<file path="src/sv/mfde_pkg.sv">
`timescale 1ns / 1ps
`default_nettype none

package mfde_pkg;

  // Default panel geometry.
  localparam int DEF_PANEL_COLUMNS    = 250;
  localparam int DEF_PANEL_ROWS       = 122;
  localparam int DEF_BYTES_PER_COLUMN = 16;

  // Width of the signed position fields on the input side.
  localparam int XY_W = 11;

  // Internal signed coordinate width. It covers every corner that a rectangle
  // or a scaled glyph can reach from an 11-bit origin.
  localparam int COORD_W = 13;

  // Glyph rows are eight bits wide, so the last column has index seven.
  localparam logic [2:0] GLYPH_LAST_COL = 3'd7;

  typedef enum logic [1:0] {
    MODE_CLEAR = 2'd0,
    MODE_RECT  = 2'd1,
    MODE_GLYPH = 2'd2,
    MODE_READ  = 2'd3
  } mode_t;

  typedef enum logic [1:0] {
    PK_FILL = 2'd0,
    PK_READ = 2'd1,
    PK_HSEG = 2'd2,
    PK_VSEG = 2'd3
  } plot_kind_t;

  typedef struct packed {
    mode_t                   mode;
    logic signed [XY_W-1:0]  x_pos;
    logic signed [XY_W-1:0]  y_pos;
    logic [9:0]              width;
    logic [9:0]              height;
    logic [7:0]              thickness;
    logic [3:0]              row_index;
    logic [7:0]              row_bits;
    logic [7:0]              fill_byte;
    logic [11:0]             read_index;
  } draw_item_t;

  // One command to the plot unit: a fill sweep, a byte read, or a line
  // segment at a fixed row (HSEG) or column (VSEG) over [lo, hi).
  typedef struct packed {
    plot_kind_t                kind;
    logic signed [COORD_W-1:0] fixed;
    logic signed [COORD_W-1:0] lo;
    logic signed [COORD_W-1:0] hi;
    logic [7:0]                fill;
    logic [11:0]               index;
  } plot_cmd_t;

endpackage

`default_nettype wire

</file>
<file path="src/sv/mfde_seq.sv">
`timescale 1ns / 1ps
`default_nettype none

// Command sequencer. It breaks one transaction into plot unit commands:
// a single fill or read, up to four outline segments per thickness step, or one
// horizontal segment per scaled row of each set glyph bit.
module mfde_seq (
  input  logic                 clk,
  input  logic                 rst,
  input  logic                 start,
  input  mfde_pkg::draw_item_t item,
  input  logic [3:0]           glyph_scale,
  input  logic                 plot_ready,
  output logic                 cmd_valid,
  output mfde_pkg::plot_cmd_t  cmd,
  output logic                 idle
);

  localparam int CW = mfde_pkg::COORD_W;
  localparam int XW = mfde_pkg::XY_W;

  localparam logic signed [CW-1:0] ONE = CW'(1);

  typedef enum logic [1:0] {
    S_IDLE,
    S_SINGLE,
    S_RECT,
    S_GLYPH
  } state_t;

  state_t               state;
  mfde_pkg::draw_item_t item_q;
  logic [7:0]           t;
  logic [1:0]           ph;
  logic [2:0]           gcol;
  logic [3:0]           sy;
  logic [7:0]           bits_q;
  logic signed [CW-1:0] col_base;
  logic signed [CW-1:0] row_base;

  logic [7:0]           row_off;
  logic signed [CW-1:0] row_off_s;
  logic signed [CW-1:0] start_x;
  logic signed [CW-1:0] start_y;

  logic signed [CW-1:0] xs;
  logic signed [CW-1:0] ys;
  logic signed [CW-1:0] ws;
  logic signed [CW-1:0] hs;
  logic signed [CW-1:0] ts;
  logic signed [CW-1:0] sys;
  logic signed [CW-1:0] scl;
  logic                 hor;
  logic                 ver;
  logic                 rect_done;
  logic                 seg_ok;
  logic                 last_sy;
  mfde_pkg::plot_kind_t seg_kind;
  logic signed [CW-1:0] seg_fixed;
  logic signed [CW-1:0] seg_lo;
  logic signed [CW-1:0] seg_hi;

  // Glyph row origin, taken from the ports at the start of the transaction.
  assign row_off   = {4'd0, item.row_index} * {4'd0, glyph_scale};
  assign row_off_s = CW'({1'b0, row_off});
  assign start_x   = {{(CW - XW){item.x_pos[XW-1]}}, item.x_pos};
  assign start_y   = {{(CW - XW){item.y_pos[XW-1]}}, item.y_pos};

  assign xs  = {{(CW - XW){item_q.x_pos[XW-1]}}, item_q.x_pos};
  assign ys  = {{(CW - XW){item_q.y_pos[XW-1]}}, item_q.y_pos};
  assign ws  = CW'({1'b0, item_q.width});
  assign hs  = CW'({1'b0, item_q.height});
  assign ts  = CW'({1'b0, t});
  assign sys = CW'({1'b0, sy});
  assign scl = CW'({1'b0, glyph_scale});

  // A step draws its rows while twice the step is below the width, and its
  // columns while twice the step is below the height.
  assign hor       = {1'b0, t, 1'b0} < item_q.width;
  assign ver       = {1'b0, t, 1'b0} < item_q.height;
  assign rect_done = (t == item_q.thickness) || (!hor && !ver);
  assign last_sy   = (sy == glyph_scale - 4'd1);

  always_comb begin
    seg_kind  = mfde_pkg::PK_HSEG;
    seg_fixed = ys + ts;
    seg_lo    = xs + ts;
    seg_hi    = xs + ws - ts;
    seg_ok    = hor;
    if (state == S_GLYPH) begin
      seg_fixed = row_base + sys;
      seg_lo    = col_base;
      seg_hi    = col_base + scl;
      seg_ok    = bits_q[7];
    end else begin
      unique case (ph)
        2'd0: begin
          seg_fixed = ys + ts;
        end
        2'd1: begin
          seg_fixed = ys + hs - ts - ONE;
        end
        2'd2: begin
          seg_kind  = mfde_pkg::PK_VSEG;
          seg_fixed = xs + ts;
          seg_lo    = ys + ts;
          seg_hi    = ys + hs - ts;
          seg_ok    = ver;
        end
        2'd3: begin
          seg_kind  = mfde_pkg::PK_VSEG;
          seg_fixed = xs + ws - ts - ONE;
          seg_lo    = ys + ts;
          seg_hi    = ys + hs - ts;
          seg_ok    = ver;
        end
        default: ;
      endcase
    end
  end

  always_comb begin
    cmd.fixed = seg_fixed;
    cmd.lo    = seg_lo;
    cmd.hi    = seg_hi;
    cmd.fill  = item_q.fill_byte;
    cmd.index = item_q.read_index;
    cmd.kind  = seg_kind;
    cmd_valid = 1'b0;
    unique case (state)
      S_SINGLE: begin
        cmd.kind  = (item_q.mode == mfde_pkg::MODE_CLEAR) ? mfde_pkg::PK_FILL
                                                          : mfde_pkg::PK_READ;
        cmd_valid = 1'b1;
      end
      S_RECT:  cmd_valid = !rect_done && seg_ok;
      S_GLYPH: cmd_valid = (glyph_scale != 4'd0) && seg_ok;
      default: cmd_valid = 1'b0;
    endcase
  end

  assign idle = (state == S_IDLE) && plot_ready;

  always_ff @(posedge clk) begin
    if (rst) begin
      state <= S_IDLE;
    end else begin
      unique case (state)
        S_IDLE: begin
          if (start) begin
            item_q   <= item;
            t        <= '0;
            ph       <= '0;
            gcol     <= '0;
            sy       <= '0;
            bits_q   <= item.row_bits;
            col_base <= start_x;
            row_base <= start_y + row_off_s;
            unique case (item.mode)
              mfde_pkg::MODE_RECT:  state <= S_RECT;
              mfde_pkg::MODE_GLYPH: state <= S_GLYPH;
              default:              state <= S_SINGLE;
            endcase
          end
        end
        S_SINGLE: begin
          if (plot_ready) begin
            state <= S_IDLE;
          end
        end
        S_RECT: begin
          if (rect_done) begin
            state <= S_IDLE;
          end else if (!seg_ok || plot_ready) begin
            ph <= ph + 2'd1;
            if (ph == 2'd3) begin
              t <= t + 8'd1;
            end
          end
        end
        S_GLYPH: begin
          if (glyph_scale == 4'd0) begin
            state <= S_IDLE;
          end else if (!bits_q[7] || (plot_ready && last_sy)) begin
            bits_q   <= {bits_q[6:0], 1'b0};
            col_base <= col_base + scl;
            sy       <= '0;
            gcol     <= gcol + 3'd1;
            if (gcol == mfde_pkg::GLYPH_LAST_COL) begin
              state <= S_IDLE;
            end
          end else if (plot_ready) begin
            sy <= sy + 4'd1;
          end
        end
        default: state <= S_IDLE;
      endcase
    end
  end

endmodule

`default_nettype wire

</file>
<file path="config.mk">
export PLATFORM = sky130hd
export DESIGN_NAME = mfde_seq
export DESIGN_NICKNAME = d
export VERILOG_FILES = /design/src/sv/mfde_pkg.sv /design/src/sv/mfde_seq.sv
export SDC_FILE = /design/constraint.sdc
export NUM_CORES = 1
export LEC_CHECK = 0
export BUFFER_PORTS_ARGS = -buffer_cell sky130_fd_sc_hd__clkbuf_2
export CAP_MARGIN = 40
export CORE_ASPECT_RATIO = 0.6
export CORE_MARGIN = 2
export CORE_UTILIZATION = 64
export CTS_CLUSTER_SIZE = 8
export DETAILED_ROUTE_END_ITERATION = 8
export PLACE_DENSITY = 0.93
export REMOVE_ABC_BUFFERS = 1
export SLEW_MARGIN = 40
export SYNTH_ARGS = -nofsm -noshare
export SYNTH_HDL_FRONTEND = slang
export SYNTH_SLANG_ARGS = --single-unit
</file>
<file path="constraint.sdc">
create_clock -name clk -period 8.6 [get_ports clk]
set_input_delay 0.43 -clock clk [delete_from_list [all_inputs] [get_ports clk]]
set_output_delay 0.43 -clock clk [all_outputs]
set_load 0.1 [all_outputs]
</file>
Word-level counts from Yosys, hierarchy flattened

Cells that the tools add are included.

Register bits: 125
Input bits: 92
Output and inout port bits: 63
Word-level logic and storage cells: 132

Add/sub/neg operators: 16
Multipliers: 1
$lt $le $gt $ge: 2
Equality and inequality tests: 22
Muxes and demuxes: 47
Bitwise gates (word level): 1
Reduce and logical (&&, ||, !) cells: 27

Operators by type and width:

| cell                                                                   | count |
|---|---|
| 13-bit 2-to-1 mux                                                      | 8 |
| 8-bit 2-to-1 mux                                                       | 7 |
| 13-bit one-hot mux with 4 select lines                                 | 1 |
| 11-bit by 9-bit adder with 12-bit output                               | 3 |
| 8-bit one-hot mux with 2 select lines                                  | 2 |
| 13-bit by 5-bit adder with 13-bit output                               | 2 |
| 13-bit one-hot mux with 2 select lines                                 | 1 |
| 12-bit by 9-bit subtractor with 13-bit output                          | 2 |
| 13-bit by 2-bit subtractor with 13-bit output (second input constant)  | 2 |
| 11-bit by 11-bit adder with 12-bit output                              | 2 |
| 9-bit by 10-bit less-than comparator with 1-bit output                 | 2 |
| 2-bit 2-to-1 mux                                                       | 10 |
| 5-bit AND reduction                                                    | 4 |
| 4-bit 2-to-1 mux                                                       | 4 |
| 2-bit inequality test (second input constant)                          | 7 |
| 2-bit equality test (second input constant)                            | 5 |
| 3-bit 2-to-1 mux                                                       | 3 |
| 8-bit by 1-bit adder with 8-bit output (second input constant)         | 1 |
| 8-bit equality test                                                    | 1 |
| 4-bit by 4-bit multiplier with 8-bit output                            | 1 |
| 2-bit one-hot mux with 2 select lines                                  | 2 |
| 2-bit one-hot mux with 4 select lines                                  | 1 |
| 4-bit one-hot mux with 2 select lines                                  | 1 |
| 2-bit by 1-bit equality test with 1-bit output (second input constant) | 3 |
| 23 further kinds                                                       | 41 |

Logic depth before layout (Yosys ltp)

Word-level depth: 9
Mapped depth: 15
Mapped depth without buffers: 15

Worst setup path after synthesis

Ideal clock, no wire load.

Kind: register to output
From: reg t[4]
To: out cmd[54] in the netlist's numbering
Arrival: 5.199 ns
Data required time: 8.170 ns
Path slack: 2.971 ns
Stages on the path, launching flop included: 12
Path buffers: 0
Cells stage by stage: edfxtp_1 -> fa_1 -> inv_1 -> ha_1 -> and2_4 -> a221oi_4 -> nand2_2 -> xor2_1 -> mux2_4 -> nor4_1 -> a21boi_0 -> a211oi_1

RTL lines:

| item                   | RTL line        | RTL |
|---|---|---|
| start, declared        | mfde_seq.sv:33  | `logic [7:0] t;` |
| start signal, assigned | mfde_seq.sv:177 | `t <= t + 8'd1;` |
| end, declared          | mfde_seq.sv:15  | `output mfde_pkg::plot_cmd_t cmd,` |

==> metrics <==
status completed; vias in the first global route around 8,300; Layout Nets 1,462; Top Family by Delay on Critical Path compound AO/OA/AOI/OAI gates; Setup TNS 0 ns; RSZ-0062 raised after global routing no; most used cell, CP fa_1; fill cell count 1,169; Worst R2R Start t[7]; Setup crit start kind flip-flop; Die Wd 169.7 µm; Seq cells post-synth 124; crit path capture type output pin; fmax 187.3 MHz; Critical Path Fanout Max 11; # diodes 0; ordered cell list for the critical path fa_1, fa_1, nand2b_1, a21oi_1, o2111ai_1, nand3_1, o22ai_1, nor4_1, a21boi_0, a211oi_1, clkbuf_2; maximum VDD drop 0.3746 mV; Synth-to-Final Area Change 13.82%; CP Data Required Time roughly 8 ns; DP Wirelength about 22,000 µm; Slew @ Worst Pin 0.8469 ns; initial antenna violation count 0; Slew Limit Fails 0; Placer Congestion between 0.9 and 1; Hold Path End cmd[7]; Min Clock Period, post-route 5.339 ns; clk buf depth 2; async set or reset register ratio after synthesis 0; Inst Count DP 1,424; vias 8,847; Die ar. 0.01754 mm²; crit path DAT 4.91 ns; Hold Violations, Final 0; Setup CP Type reg2out; Total Routing Usage GR 0.3352; Ports ~160; fin cells ~1,500; Synth area leader edfxtp_1; Reg clk slew, reported paths roughly 0.060 ns; synth top area cells edfxtp_1 35%, ha_1 13%, fa_1 4.7%; Worst Reg-to-Reg Cells 7; Lkg Pwr between 5 and 6 nW; CTS Root Cell clkbuf_16; ys flop type edfxtp_1; final setup vio count 0; hold buffer count at cts 0; slew margin rel. 0.4282; Hold Crit Start item[7]; Max stage delay on crit path 0.68 ns; worst r2r dst t[3]; Netlist Area Pre-Place 0.01054 mm²; H-tree levels 4; Worst Hold Path Cells 1; Pre-antenna DRT Iters 6; cts repair resizes 0; DRT iter0 DRCs 748; IO Port Bufs 154; Rows 36; cells after synthesis 1,106; wire length per cell 19.81 µm; WL final a little under 30,000 µm; CTS tree yes; core area ~0.016 mm²; power density over the cells ~400 mW/mm²; CTS Buf Count 17; worst path bufs/invs 1; Initial Util 0.6517; DRC viols 0; fin crit share 0.6208; clock skew 0.009906 ns; max_cap viols 0; Setup Buffers After CTS 0; antenna viol nets, final 0; Clk Latency, worst-skew pair about 0.44 ns; # clock sinks 124; CP max-delay cell edfxtp_1; post-DR vias/cell 6.080; first-pass GRT wire length 43,880 µm; GRT overflow 0; Yosys cell types 79; share of layout cells above drive strength 1 0.1782; post-synth top area share 0.3476; die height 103.4 µm; synth warn 0; Worst Hold Class in2reg; FF-to-FF setup slack just over 5 ns; largest net degree at the start of global routing 60; Post-Synthesis Mean Instance Area between 9 and 10 µm²; number of synthesized flops with an enable pin 122; sequential fraction of the synthesis area 0.3514
## layout make-up
cell class | count | area, µm² | area share
Clock inverter | 13 | 167.7 | 0.01398
Tap cell | 209 | 261.5 | 0.02180
Timing Repair Buffer | 159 | 808.3 | 0.06738
Sequential cell | 124 | 3704 | 0.3088
Clock buffer | 18 | 429.2 | 0.03578
Multi-Input combinational cell | 799 | 6126 | 0.5107
Inverter | 133 | 499.2 | 0.04162
## state kept, by name, summed over array words and instances, names as in the netlist
register  flops
state         2
hs           10
t             8
col_base     13
sy            4
bits_q        8
ph            2
item_q       42
row_base     12
gcol          3
cmd          20
## Yosys cell counts (5+ instances only)
library cell	n
a21oi_1	72
fa_1	25
nor3b_1	5
xnor2_1	55
o21ai_0	57
o21a_1	15
a211oi_1	15
o31ai_1	6
edfxtp_1	122
nand2_1	67
nor2b_1	17
clkbuf_1	23
buf_1	6
nand4_1	8
buf_4	20
nand2b_1	7
inv_1	132
nor4_1	6
a21o_1	18
o211ai_1	7
xor2_1	33
and2_1	26
o21bai_1	5
o22ai_1	5
nor2_1	91
mux2i_1	12
or3_1	7
nor3_1	10
mux2_2	10
ha_1	111
a221oi_1	6
nand3_1	21
and3_1	8
## worst reg2reg max path: cells and delay by family, from the launching register on
family                     cells  cell delay (ns)
and+or+nand+nor                2             0.36
adders and majority gates      1             0.36
DFF                            1             0.74
AOI/OAI and AO/OA              4             1.63
## where the power goes
part	switching, mW	internal (mW)	leakage (nW)
Combinational	2.40	0.798	3.89
Clock	0.280	0.455	0.275
Sequential	0.0929	0.788	1.16
## placed cells by master (no fill, tap or decap), types with 6 or more instances in the layout
master       n
o21ai_0     56
ha_1       109
and2_1      26
xor2_1      33
nand4_1      8
edfxtp_1   122
clkbuf_2   154
inv_1      132
a221oi_1     6
nand3_1     21
a21oi_1     72
mux2_2      10
a211oi_1    13
nor2b_1     17
mux2i_1     12
nor2_1      90
nor3_1      10
o211ai_1     7
nand2b_1     7
or3_1        7
nor4_1       6
xnor2_1     55
and3_1       8
o21a_1      15
clkbuf_16   17
nand2_1     67
a21o_1      18
fa_1        25
## kinds of logic (layout without fill, tap and decap cells)
family,after synthesis,after routing,synth area share
compound gates,256,256,0.1593
xor+xnor,88,88,0.07313
fa+ha+maj,136,136,0.1793
buf+inv,183,323,0.07242
flops,124,124,0.3514
mux,24,24,0.02493
simple gates,295,295,0.1395
## routing by layer
metal,track usage,up-vias,share of wire
li1,-,4144,-
met1,0.4616,4188,0.44
met2,0.5096,474,0.43
met3,0.1119,41,0.12
met4,0.09796,0,0.019
met5,0,-,0
## metrics by stage
stage / hold WS [ns] / area (µm²) / setup WS [ns] / util / total power, mW
floorplan: 0.4765 / 10270 / 2.709 / - / 3.384
global placement: 0.5264 / 11380 / 3.991 / 0.7039 / 3.974
detailed placement: 0.5348 / 11390 / 3.920 / 0.7044 / 4.016
CTS: 0.1490 / 11990 / 3.435 / 0.7413 / 4.765
global route: 0.1495 / 12000 / 3.076 / 0.7418 / 5.046
finish: 0.1671 / 12000 / 3.261 / 0.7418 / 4.819
## worst max-delay path by stage
stage | from | endpoint | slack, ns | cells after the start
6_report | t[1] | cmd[54] | 3.26 | 11
5_1_grt | t[1] | cmd[51] | 3.08 | 11
4_1_cts | t[1] | cmd[56] | 3.43 | 11
3_5_place_dp | t[1] | cmd[56] | 3.92 | 11
3_3_place_gp | t[1] | cmd[56] | 3.99 | 11
2_1_floorplan | state[0] | cmd[54] | 2.71 | 5
Power figures use the tool's default switching activity.
